==> config.mk <==
export PLATFORM = sky130hd
export DESIGN_NAME = ftc_div60
export DESIGN_NICKNAME = d
export VERILOG_FILES = /design/src/ftc_pkg.sv /design/src/ftc_div.sv
export SDC_FILE = /design/constraint.sdc
export NUM_CORES = 1
export LEC_CHECK = 0
export BUFFER_PORTS_ARGS = -buffer_cell sky130_fd_sc_hd__buf_2
export CORE_MARGIN = 10
export CORE_UTILIZATION = 50
export DETAILED_ROUTE_END_ITERATION = 12
export GPL_TIMING_DRIVEN = 0
export PLACE_DENSITY_LB_ADDON = 0.1
export SETUP_SLACK_MARGIN = 0.02
export SLEW_MARGIN = 20
export SYNTH_ARGS = -nofsm -noshare
export SYNTH_HDL_FRONTEND = slang
export SYNTH_SLANG_ARGS = --single-unit
==> constraint.sdc <==
create_clock -name clock -period 7 [get_ports clock]
set_input_delay 0.7 -clock clock [delete_from_list [all_inputs] [get_ports clock]]
set_output_delay 0.7 -clock clock [all_outputs]
set_load 0.1 [all_outputs]
==> src/ftc_pkg.sv <==
// ----------------------------------------------------------------------------
// ftc_pkg
// Shared types and constants for the frame count to timecode converter.
// ----------------------------------------------------------------------------
package ftc_pkg;

   localparam int FRAME_BITS = 24;
   localparam int IN_W       = FRAME_BITS + 1;
   localparam int MAG_W      = 32;          // corrected count stays below 2^32
   localparam int DIVR_W     = 17;          // widest divisor register
   localparam int CSR_IDX_W  = 3;
   localparam int CSR_DATA_W = 17;
   localparam int HOURS_W    = 14;
   localparam logic [HOURS_W-1:0] HOURS_MAX = 14'h3FFF;
   localparam logic [MAG_W-1:0]   SIXTY     = 32'd60;
   localparam logic [MAG_W-1:0]   RECIP15   = 32'h8888_8889;   // ceil(2^35 / 15)

   typedef enum logic [CSR_IDX_W-1:0] {
      CSR_DROP_MODE   = 3'd0,
      CSR_TIMEBASE    = 3'd1,
      CSR_DROP_COUNT  = 3'd2,
      CSR_FRAMES_10M  = 3'd3,
      CSR_FRAMES_1M   = 3'd4
   } csr_index_type;

   // data that rides along with a beat through a divider
   typedef struct packed {
      logic             neg;
      logic [MAG_W-1:0] val;
      logic [5:0]       sec;
      logic [6:0]       frame;
   } side_type;

endpackage

==> src/ftc_div.sv <==


module ftc_div60 (
   input  logic                        clock,
   input  logic                        reset,
   input  logic                        in_valid,
   input  logic [ftc_pkg::MAG_W-1:0]   in_dividend,
   input  ftc_pkg::side_type           in_side,
   output logic                        out_valid,
   output logic [ftc_pkg::MAG_W-1:0]   out_quotient,
   output logic [5:0]                  out_remainder,
   output ftc_pkg::side_type           out_side
);
   import ftc_pkg::*;

   // x / 60 = (x >> 2) / 15, and y / 15 = (y * RECIP15) >> 35 for any 32-bit y
   logic [61:0]      prod;
   logic [MAG_W-1:0] quo_in;
   logic [MAG_W-1:0] num1_ff, quo1_ff;
   side_type         side1_ff;
   logic             vld1_ff;
   logic [MAG_W-1:0] rem_full;
   logic [MAG_W-1:0] quo2_ff;
   logic [5:0]       rem2_ff;
   side_type         side2_ff;
   logic             vld2_ff;

   assign prod   = 62'(in_dividend[MAG_W-1:2]) * 62'(RECIP15);
   assign quo_in = MAG_W'(prod[61:35]);

   always_ff @(posedge clock) begin
      num1_ff  <= in_dividend;
      quo1_ff  <= quo_in;
      side1_ff <= in_side;
      if (reset) begin
         vld1_ff <= 1'b0;
      end else begin
         vld1_ff <= in_valid;
      end
   end

   assign rem_full = num1_ff - MAG_W'(quo1_ff * SIXTY);

   always_ff @(posedge clock) begin
      quo2_ff  <= quo1_ff;
      rem2_ff  <= rem_full[5:0];
      side2_ff <= side1_ff;
      if (reset) begin
         vld2_ff <= 1'b0;
      end else begin
         vld2_ff <= vld1_ff;
      end
   end

   assign out_valid     = vld2_ff;
   assign out_quotient  = quo2_ff;
   assign out_remainder = rem2_ff;
   assign out_side      = side2_ff;

   a_quotient_exact: assert property (@(posedge clock) disable iff (reset)
      vld1_ff |-> rem_full < SIXTY)
      else $error("divide by sixty quotient off");

   a_rem_range: assert property (@(posedge clock) disable iff (reset)
      out_valid |-> out_remainder < 6'd60)
      else $error("divide by sixty remainder out of range");

   a_valid_flows: assert property (@(posedge clock) disable iff (reset)
      vld1_ff |=> vld2_ff)
      else $error("valid lost in divide by sixty");

endmodule

==> run_results.csv <==
group,metric,value,unit
run_status,status,"finished, final reports clean",
logic_synthesis,yosys_warnings,0,
setup_path,crit_path_max_incr_delay,0.65,ns
floorplan,die_w,169.2,um
clock_tree,cts-root-buf,"clkbuf_16",
sta,max_slew_margin,65.67,%
drt,ant_nets,0,
floorplan,ios,166,
clock_tree,cts_hold_buffers,0,
setup_path,arrival,6.62,ns
setup_path,r2r_slack,5.06,ns
floorplan,core,21890,sq um
final_layout,antenna_cells,0,
hold_path,hp-start,"side1_ff[16]$_DFF_P_",
sta,final.setup_skew,0.007945,ns
logic_synthesis,post_synth.cell_area_avg,11.16,sq um
final_layout,nets,1631,
sta,final-setup-viol-count,0,
clock_tree,postCtsSetupBuffers,0,
setup_path,worstSetupEndpointType,"flop",
logic_synthesis,syn-instance-count,997,
drt,drc,0,
final_layout,layout_commonest_cell,"ha_1",
grt,antenna_found_initial,0,
drt,wirelength,23.05,mm
clock_tree,numCtsBuffers,17,
final_layout,final_cell_mix,"255 x ha_1, 218 x inv_1, 160 x buf_2, 160 x dfxtp_1, 115 x fa_1",
logic_synthesis,synth-edff-count,0,
logic_synthesis,async_reset_ff_share,0,%
logic_synthesis,synth.distinct_cells,52,
setup_path,cpLargestDelayFamily,"adder cells",
clock_tree,clk_pin_slew,0.06,ns
setup_path,path_buf_inv,3,
clock_tree,cts_tree,"built",
grt,grt_max_degree,18,
setup_path,path_cells,"buf_2 -> ha_1 -> ha_1 -> inv_1 -> fa_1 -> fa_1 -> inv_1 -> fa_1 -> fa_1 -> ha_1 -> ha_1 -> a21oi_1 -> o21ai_0 -> a21oi_1 -> nand3_1 -> o21ai_2 -> a21oi_4 -> a2111o_1 -> o211ai_2 -> o31a_1",
setup_path,required,7.35,ns
drt,vias,7046,
clock_tree,clk_latency,0.40,ns
clock_tree,cts_sinks,160,
logic_synthesis,ys_seq_area_share,28.78,%
placement,post-place-cells,1441,
grt,grt.total_usage,16.63,%
clock_tree,h-tree-depth,4,
clock_tree,clockBufferDepth,2,
setup_path,critPathLaunch,"in_dividend[8]",
floorplan,die_height,169.2,um
setup_path,cp_slowest_cell,"fa_1",
drt,routedWlPerCell,15.65,um
sta,finalCritPeriodShare,89.58,%
clock_tree,cts-resized-gates,0,
setup_path,worstPathMaxFanout,6,
placement,portBuffers,160,
placement,dp_hpwl,20.34,mm
logic_synthesis,synth_seq_cells,160,
sta,rsz0062_at_grt,"no",
final_layout,syn2layout_area_growth,15.98,%
grt,grt_pass1_wl,38.78,mm
final_layout,instances_no_fill,1473,
drt,via_per_inst,4.783,
floorplan,dieArea,28630,sq um
floorplan,num_rows,54,
sta,drv_slew,0,
setup_path,worstSetupStartpointType,"primary input",
sta,clock.fmax,159.5,MHz
sta,worst_pin_slew,0.5185,ns
logic_synthesis,ys.flop_type,"dfxtp_1",
hold_path,hold_class,"flop to flop",
sta,finalCriticalPeriod,6.271,ns
placement,place_congestion,0.8653,
sta,hold_viol_final,0,
setup_path,r2r-start,"quo1_ff[0]$_DFF_P_",
drt,first_iter_violations,227,
final_layout,drive_gt1_share,17.85,%
setup_path,path_class,"primary input to flop",
grt,grt_pass1_vias,7507,
sta,setup-tns-final,0,ns
job,maxCapViolCount,0,
grt,gr-total-overflow,0,
logic_synthesis,synth_area,11130,sq um
floorplan,start_util,50.85,%
drt,first_pass_iters,4,
metal layers:
metal | part of all wire, % | GRT usage, %
met4 | 0.82 | 3.415
met1 | 48 | 22.57
met5 | 0 | 0
met3 | 4.7 | 3.057
met2 | 46 | 27.18
Yosys cell counts (4+ instances only):
library cell	instances	share of area, %
ha_1	255	29
inv_1	218	7.4
dfxtp_1	160	29
fa_1	115	21
a21oi_1	40	1.8
nand2_1	26	0.88
a21o_1	25	1.7
xnor2_1	23	1.8
nor2_1	16	0.54
nand3_1	14	0.63
o21ai_0	11	0.49
xor2_1	9	0.71
o21bai_1	6	0.40
a211oi_1	5	0.34
and3_1	5	0.28
buf_4	5	0.34
nand4_1	5	0.28
nor2b_1	5	0.28
o21ai_1	4	0.18
worst paths after layout:
path | end | depth (start not counted)
worst max-delay path | quo1_ff[22]$_DFF_P_ | 20
worst min-delay path | out_side[16]$_DFF_P_ | 0
worst max register to register | out_remainder[5]$_DFF_P_ | 7
worst min register to register | out_side[16]$_DFF_P_ | 0
cell families (layout without fill, tap and decap cells):
| group | Yosys count | in the layout | synth area share, % |
|---|---|---|---|
| adder cells (fa/ha/maj) | 370 | 370 | 49.35 |
| buffers and inverters | 225 | 417 | 7.756 |
| flip-flops | 160 | 160 | 28.78 |
| AO/OA/AOI/OAI | 124 | 124 | 7.599 |
| AND/OR/NAND/NOR | 85 | 85 | 3.968 |
| XOR/XNOR | 32 | 32 | 2.518 |
| other | 1 | 5 | 0.03369 |
sequential cells by signal (all words and copies together), names as in the netlist:
name	flops
side1_ff	46
out_remainder	6
out_side	46
vld1_ff	1
num1_ff	6
out_valid	1
quo1_ff	27
out_quotient	27
layout make-up:
class / count / area (sq um)
plain buffers: 7 / 45.04
clock buffers: 17 / 425.4
clock inverters: 15 / 187.7
fillers: 1921 / 8981
inverters: 218 / 818.3
multi-input cells: 616 / 7079
flip-flops and latches: 160 / 3203
well taps: 280 / 350.3
repair buffers: 160 / 800.8
worst register-to-register path: stages (launching register included):
cell and delay [ns]:
dfxtp_1 0.33, ha_1 0.32, ha_1 0.28, ha_1 0.27
inv_1 0.05, ha_1 0.30, a21oi_1 0.18, xnor2_1 0.13
stage by stage:
stage | hold WS [ns] | setup slack (ns) | utilization, % | area (sq um)
finish | 0.3183 | 0.7295 | 58.97 | 12910
global route | 0.3292 | 0.4017 | 58.97 | 12910
CTS | 0.3203 | 0.7666 | 58.97 | 12910
detailed placement | 0.3121 | 0.3298 | 56.17 | 12300
global placement | 0.3097 | 0.3622 | 56.17 | 12300
floorplan | 0.3096 | 1.211 | - | 11150
Power is left out: the tool's default activity adds up to more than one toggle a clock period on the data nets, which glitch-free logic cannot reach.
