File: config.mk
export PLATFORM = sky130hd
export DESIGN_NAME = ftc_div
export DESIGN_NICKNAME = d
export VERILOG_FILES = /design/src/ftc_pkg.sv /design/src/ftc_div.sv
export SDC_FILE = /design/constraint.sdc
export NUM_CORES = 2
export LEC_CHECK = 0
export ABC_AREA = 1
export ABC_CLOCK_PERIOD_IN_PS = 4700
export BUFFER_PORTS_ARGS = -buffer_cell sky130_fd_sc_hd__buf_2
export CAP_MARGIN = 5
export CORE_MARGIN = 2
export CORE_UTILIZATION = 31
export DETAILED_ROUTE_END_ITERATION = 6
export HOLD_SLACK_MARGIN = 0.06
export PLACE_DENSITY = 0.54
export SYNTH_ARGS = -nofsm -noshare
export SYNTH_HDL_FRONTEND = slang
export SYNTH_SLANG_ARGS = --single-unit
File: constraint.sdc
create_clock -name clock -period 4.7 [get_ports clock]
set_input_delay 0.705 -clock clock [delete_from_list [all_inputs] [get_ports clock]]
set_output_delay 0.705 -clock clock [all_outputs]
set_load 0.05 [all_outputs]
File: src/ftc_pkg.sv
// ----------------------------------------------------------------------------
// ftc_pkg
// Shared types and constants for the frame count to timecode converter.
// ----------------------------------------------------------------------------
package ftc_pkg;

   localparam int FRAME_BITS = 24;
   localparam int IN_W       = FRAME_BITS + 1;
   localparam int MAG_W      = 32;          // corrected count stays below 2^32
   localparam int DIVR_W     = 17;          // widest divisor register
   localparam int CSR_IDX_W  = 3;
   localparam int CSR_DATA_W = 17;
   localparam int HOURS_W    = 14;
   localparam logic [HOURS_W-1:0] HOURS_MAX = 14'h3FFF;
   localparam logic [MAG_W-1:0]   SIXTY     = 32'd60;
   localparam logic [MAG_W-1:0]   RECIP15   = 32'h8888_8889;   // ceil(2^35 / 15)

   typedef enum logic [CSR_IDX_W-1:0] {
      CSR_DROP_MODE   = 3'd0,
      CSR_TIMEBASE    = 3'd1,
      CSR_DROP_COUNT  = 3'd2,
      CSR_FRAMES_10M  = 3'd3,
      CSR_FRAMES_1M   = 3'd4
   } csr_index_type;

   // data that rides along with a beat through a divider
   typedef struct packed {
      logic             neg;
      logic [MAG_W-1:0] val;
      logic [5:0]       sec;
      logic [6:0]       frame;
   } side_type;

endpackage

File: src/ftc_div.sv
// ----------------------------------------------------------------------------
// ftc_div
// Pipelined restoring divider: one quotient bit per stage, 32 stages.
// Also holds ftc_div60, a two-stage divide by sixty by reciprocal multiply.
// ----------------------------------------------------------------------------
module ftc_div (
   input  logic                        clock,
   input  logic                        reset,
   input  logic                        in_valid,
   input  logic [ftc_pkg::MAG_W-1:0]   in_dividend,
   input  logic [ftc_pkg::DIVR_W-1:0]  in_divisor,
   input  ftc_pkg::side_type           in_side,
   output logic                        out_valid,
   output logic [ftc_pkg::MAG_W-1:0]   out_quotient,
   output logic [ftc_pkg::DIVR_W-1:0]  out_remainder,
   output ftc_pkg::side_type           out_side
);
   import ftc_pkg::*;

   // divisor is a config value; the user must hold it steady while beats are in flight, this block does not enforce it
   logic [MAG_W-1:0]  quo_ff  [MAG_W];
   logic [DIVR_W-1:0] rem_ff  [MAG_W];
   side_type          side_ff [MAG_W];
   logic [MAG_W-1:0]  vld_ff;

   genvar k;
   generate
      for (k = 0; k < MAG_W; k++) begin : g_stage
         logic [MAG_W-1:0]  quo_src;
         logic [DIVR_W-1:0] rem_src;
         side_type          side_src;
         logic              vld_src;
         logic [DIVR_W:0]   trial;
         logic              ge;
         logic [MAG_W-1:0]  quo_in;
         logic [DIVR_W-1:0] rem_in;

         if (k == 0) begin : g_first
            assign quo_src  = in_dividend;
            assign rem_src  = '0;
            assign side_src = in_side;
            assign vld_src  = in_valid;
         end else begin : g_next
            assign quo_src  = quo_ff[k-1];
            assign rem_src  = rem_ff[k-1];
            assign side_src = side_ff[k-1];
            assign vld_src  = vld_ff[k-1];
         end

         always_comb begin
            trial  = {rem_src, quo_src[MAG_W-1]};
            ge     = trial >= {1'b0, in_divisor};
            rem_in = ge ? DIVR_W'(trial - {1'b0, in_divisor}) : DIVR_W'(trial);
            quo_in = {quo_src[MAG_W-2:0], ge};
         end

         always_ff @(posedge clock) begin
            quo_ff[k]  <= quo_in;
            rem_ff[k]  <= rem_in;
            side_ff[k] <= side_src;
            if (reset) begin
               vld_ff[k] <= 1'b0;
            end else begin
               vld_ff[k] <= vld_src;
            end
         end
      end
   endgenerate

   assign out_valid     = vld_ff[MAG_W-1];
   assign out_quotient  = quo_ff[MAG_W-1];
   assign out_remainder = rem_ff[MAG_W-1];
   assign out_side      = side_ff[MAG_W-1];

   a_rem_below_divisor: assert property (@(posedge clock) disable iff (reset)
      out_valid |-> out_remainder < in_divisor)
      else $error("remainder not below divisor");

   a_first_stage_fits: assert property (@(posedge clock) disable iff (reset)
      vld_ff[0] |-> rem_ff[0] < in_divisor)
      else $error("first stage remainder out of range");

   a_valid_flows: assert property (@(posedge clock) disable iff (reset)
      vld_ff[0] |=> vld_ff[1])
      else $error("valid lost between stages");

endmodule


==> metrics.cfg <==
[global_routing]
grt_start_max_net_pins = 34
all_layer_gr_usage_pct = 13.21
initial_antenna_violation_count = 8
via_count_of_the_first_global_routing_pass = 66790
grt_first_pass_wirelength_mm = 362.0
grt_overflow_total = 0

[critical_path]
cp_top_family = buffers and inverters
worst-path-stages = 13
worst_path_max_delay_cell = sky130_fd_sc_hd__clkinv_2
critical_path_buf_inv_count = 4
worst-path-max-fanout = 18
critical_path.cell_chain = buf_2 -> clkinv_2 -> buf_4 -> ha_1 -> nand2_2 -> inv_1 -> nand2_1 -> nand2_1 -> and3_1 -> nor2_4 -> nand2_4 -> nand2_1 -> nand2_1
required_ps = 5460
r2r-start = quo_ff[0][63]$_DFF_P_
critical_path_class = in2reg
worst-r2r-cell-count = 14
timing.critical_path.to_type = register
worst_setup_path_start_kind = input port
launch_point_of_the_critical_path = in_divisor[12]
path_common_cell = sky130_fd_sc_hd__nand2_1
critical-path-max-stage-delay_ps = 530
crit_arrival_ps = 3610

[synthesis]
yosys-top-cells-area = sky130_fd_sc_hd__dfxtp_1 (59%), sky130_fd_sc_hd__nand2_1 (14%), sky130_fd_sc_hd__ha_1 (6.3%)
primary_flip_flop_cell_chosen_by_synthesis_mapping = sky130_fd_sc_hd__dfxtp_1
asyncSetResetFlopFracSynth_pct = 0
yosys.area.top_type = sky130_fd_sc_hd__dfxtp_1
postSynthNetCount = 12430
ys_warn_count = 0
yosysUniqueCellTypes = 41
yosysSeqAreaShare_pct = 58.75
yosys_register_bits = 3072
synthCells = 11770
synth_edf_count = 0
syn-mean-instance-area_um2 = 8.893
synth.cell_area_um2 = 104700
yosysTopAreaCellShare_pct = 58.75

[sta]
final.min_clock_period_ps = 2843
timing.final.setup_violations = 0
setup_repair_after_global_routing_missed_its_margin = false
min_period_over_period_pct = 60.49
highest_clock_frequency_the_design_can_meet_mhz = 351.7
fin_setup_tns_ps = 0
relSlewSlack_pct = 39.86
worst-slew-pin-transition_ps = 902.1
post-route-worst-setup-slack_ps = 1857
final-hold-violation-count = 0
fin_worst_skew_ps = 62.29
timing.hold.ws_ps = 228.0
drv_slew = 0

[floorplanning]
die-area_um2 = 342300
die_w_um = 585.1
design.portCount = 194
die_height_um = 585.1
core_region_area_um2 = 336300
floorplan.rows = 213
initial_core_util_pct = 31.12

[final_layout]
final_layout_size_suffix_gt1_share_pct = 8.987
mostFrequentLayoutCells = sky130_fd_sc_hd__nand2_1 (4006), sky130_fd_sc_hd__dfxtp_1 (3072), sky130_fd_sc_hd__inv_1 (1630)
final_common_cell = sky130_fd_sc_hd__nand2_1
fin_nets = 12970
flow.area_growth_from_synthesis_pct = 17.79
final_core_util_pct = 36.66

[power_and_ir_drop]
p_per_area_nw_per_um2 = 652.2
total_leakage_power_nw = 62.37
max-vdd-ir-drop_v = 0.0002976

[clock_network]
cts.path.max_buffers = 4
cts_hold_buffers = 79
cts_root_buffer = sky130_fd_sc_hd__clkbuf_16
clock_latency_ps = 920
cts_resized = 0
count_of_buffers_added_by_post_cts_timing_repair_for_setup = 0
tritoncts_sink_count = 3072
numCtsBuffers = 325
clock_tree.htree_level_count = 5
cts_tree = done
cts.reportedPaths.clkPinSlew_ps = 60

[outcome]
violations = design-rule violations
result_of_the_run = finished with violations

[min_path]
hold_start = in_divisor[3]
worst_hold_path_class = in2reg
worstHoldPathCells = 4

[routing]
highest_layer = met4
met3RoutedLength_mm = 11.72
detailroute.via_count = 70280
wl_per_cell_um = 13.35
drt-met1-wl_mm = 108.8
detailedRoute.firstPassIterationCount = 7
detail_route.iter0.violations = 4114
detailroute.wirelength.met2_mm = 100.5
postRouteWirelength_mm = 228.2
route.detailed.vias_per_inst = 4.112
final_antenna_net_count = 0
drt_drc_violations_left = 3

[placement]
place_hpwl_mm = 161.6
pre_cts_worst_setup_slack_ps = 990.0
portBuffers = 193
gp_congestion = 0.8923

[run]
timing.max_cap.violations = 0

[worst paths after layout]
kind | end | slack (ps)
setup / recovery | rem_ff[31][4]$_DFF_P_ | 1860
hold / removal | quo_ff[0][0]$_DFF_P_ | 230
hold reg to reg | quo_ff[0][489]$_DFF_P_ | 280
setup reg to reg | rem_ff[2][16]$_DFF_P_ | 2280
[power by group]
part	switching, mW	internal [mW]
Clock	10.6	16.2
Combinational	14.4	7.39
Sequential	2.06	29.8
[synthesized netlist by cell type, types with 3 or more instances]
library cell               instances
sky130_fd_sc_hd__nor3_1           35
sky130_fd_sc_hd__and2_1           41
sky130_fd_sc_hd__dfxtp_1        3072
sky130_fd_sc_hd__o21a_1           15
sky130_fd_sc_hd__nor2_4           30
sky130_fd_sc_hd__ha_1            529
sky130_fd_sc_hd__inv_1          1646
sky130_fd_sc_hd__and3_1           27
sky130_fd_sc_hd__xor2_1          188
sky130_fd_sc_hd__or2_1            30
sky130_fd_sc_hd__nor2_1          410
sky130_fd_sc_hd__nand4_1          49
sky130_fd_sc_hd__or2_0             9
sky130_fd_sc_hd__nor3_2            3
sky130_fd_sc_hd__clkbuf_1          3
sky130_fd_sc_hd__fa_1             31
sky130_fd_sc_hd__nor2_2           36
sky130_fd_sc_hd__inv_2            15
sky130_fd_sc_hd__o21ai_2          14
sky130_fd_sc_hd__buf_4            49
sky130_fd_sc_hd__nand3b_1         22
sky130_fd_sc_hd__nor3b_2           3
sky130_fd_sc_hd__nor4_4           27
sky130_fd_sc_hd__a21oi_2           8
sky130_fd_sc_hd__buf_2            24
sky130_fd_sc_hd__a21oi_1         280
sky130_fd_sc_hd__nand3_1         910
sky130_fd_sc_hd__xnor2_1          30
sky130_fd_sc_hd__buf_6            30
sky130_fd_sc_hd__nand2_1        4006
sky130_fd_sc_hd__nand3_2           3
sky130_fd_sc_hd__nand2_4          60
sky130_fd_sc_hd__nand2_2         127
[state kept, by name, indices dropped and copies added, names as in the netlist]
signal,flops
out_valid,1
quo_ff,1024
side_ff,1472
rem_ff,544
g_stage.vld_src,31
[worst register-to-register path: stages, from the launching register on]
cell	delay (ps)
sky130_fd_sc_hd__dfxtp_1	400
sky130_fd_sc_hd__inv_1	90
sky130_fd_sc_hd__ha_1	130
sky130_fd_sc_hd__inv_1	90
sky130_fd_sc_hd__fa_1	410
sky130_fd_sc_hd__nand2_1	90
sky130_fd_sc_hd__nand2_1	90
sky130_fd_sc_hd__nand3b_1	110
sky130_fd_sc_hd__nand2_2	100
sky130_fd_sc_hd__nand2_2	90
sky130_fd_sc_hd__nand2_2	70
sky130_fd_sc_hd__nand2_4	210
sky130_fd_sc_hd__nand2_4	210
sky130_fd_sc_hd__nand2_1	130
sky130_fd_sc_hd__nand2_1	70
[cell families (layout without fill, tap and decap cells)]
logic type,count (synthesis),after routing,synth area share (%)
fa+ha+maj,560,560,6.916
flops,3072,3072,58.75
other cells,0,4,0
xor+xnor,218,218,1.824
compound gates,319,319,1.640
buf+inv,1770,2574,6.793
simple gates,5831,5831,24.07
[area by class of cell]
| type | count | area (um^2) |
|---|---|---|
| Fill cell | 34040 | 213000 |
| Sequential cell | 3072 | 61500 |
| Multi-Input combinational cell | 6928 | 36060 |
| Clock buffer | 438 | 9230 |
| Inverter | 1662 | 6243 |
| Tap cell | 4515 | 5649 |
| Clock inverter | 155 | 2347 |
| Timing Repair Buffer | 319 | 2247 |
| Antenna cell | 4 | 10.01 |
[metal layers]
layer,track usage (%),vias to the layer above
li1,-,37290
met1,17.78,31210
met2,21.27,1379
met3,2.325,410
met4,4.458,0
met5,0,-
[through the flow]
| step | total power, mW | instance area [um^2] | instances |
|---|---|---|---|
| floorplan | 48.48 | 104700 | 11770 |
| global placement | 53.97 | 110900 | 16420 |
| detailed placement | 54.05 | 110900 | 16420 |
| CTS | 81.54 | 123300 | 17090 |
| global route | 86.13 | 123300 | 17090 |
| finish | 80.41 | 123300 | 17090 |
No activity file was read; power rests on OpenSTA's default activity.
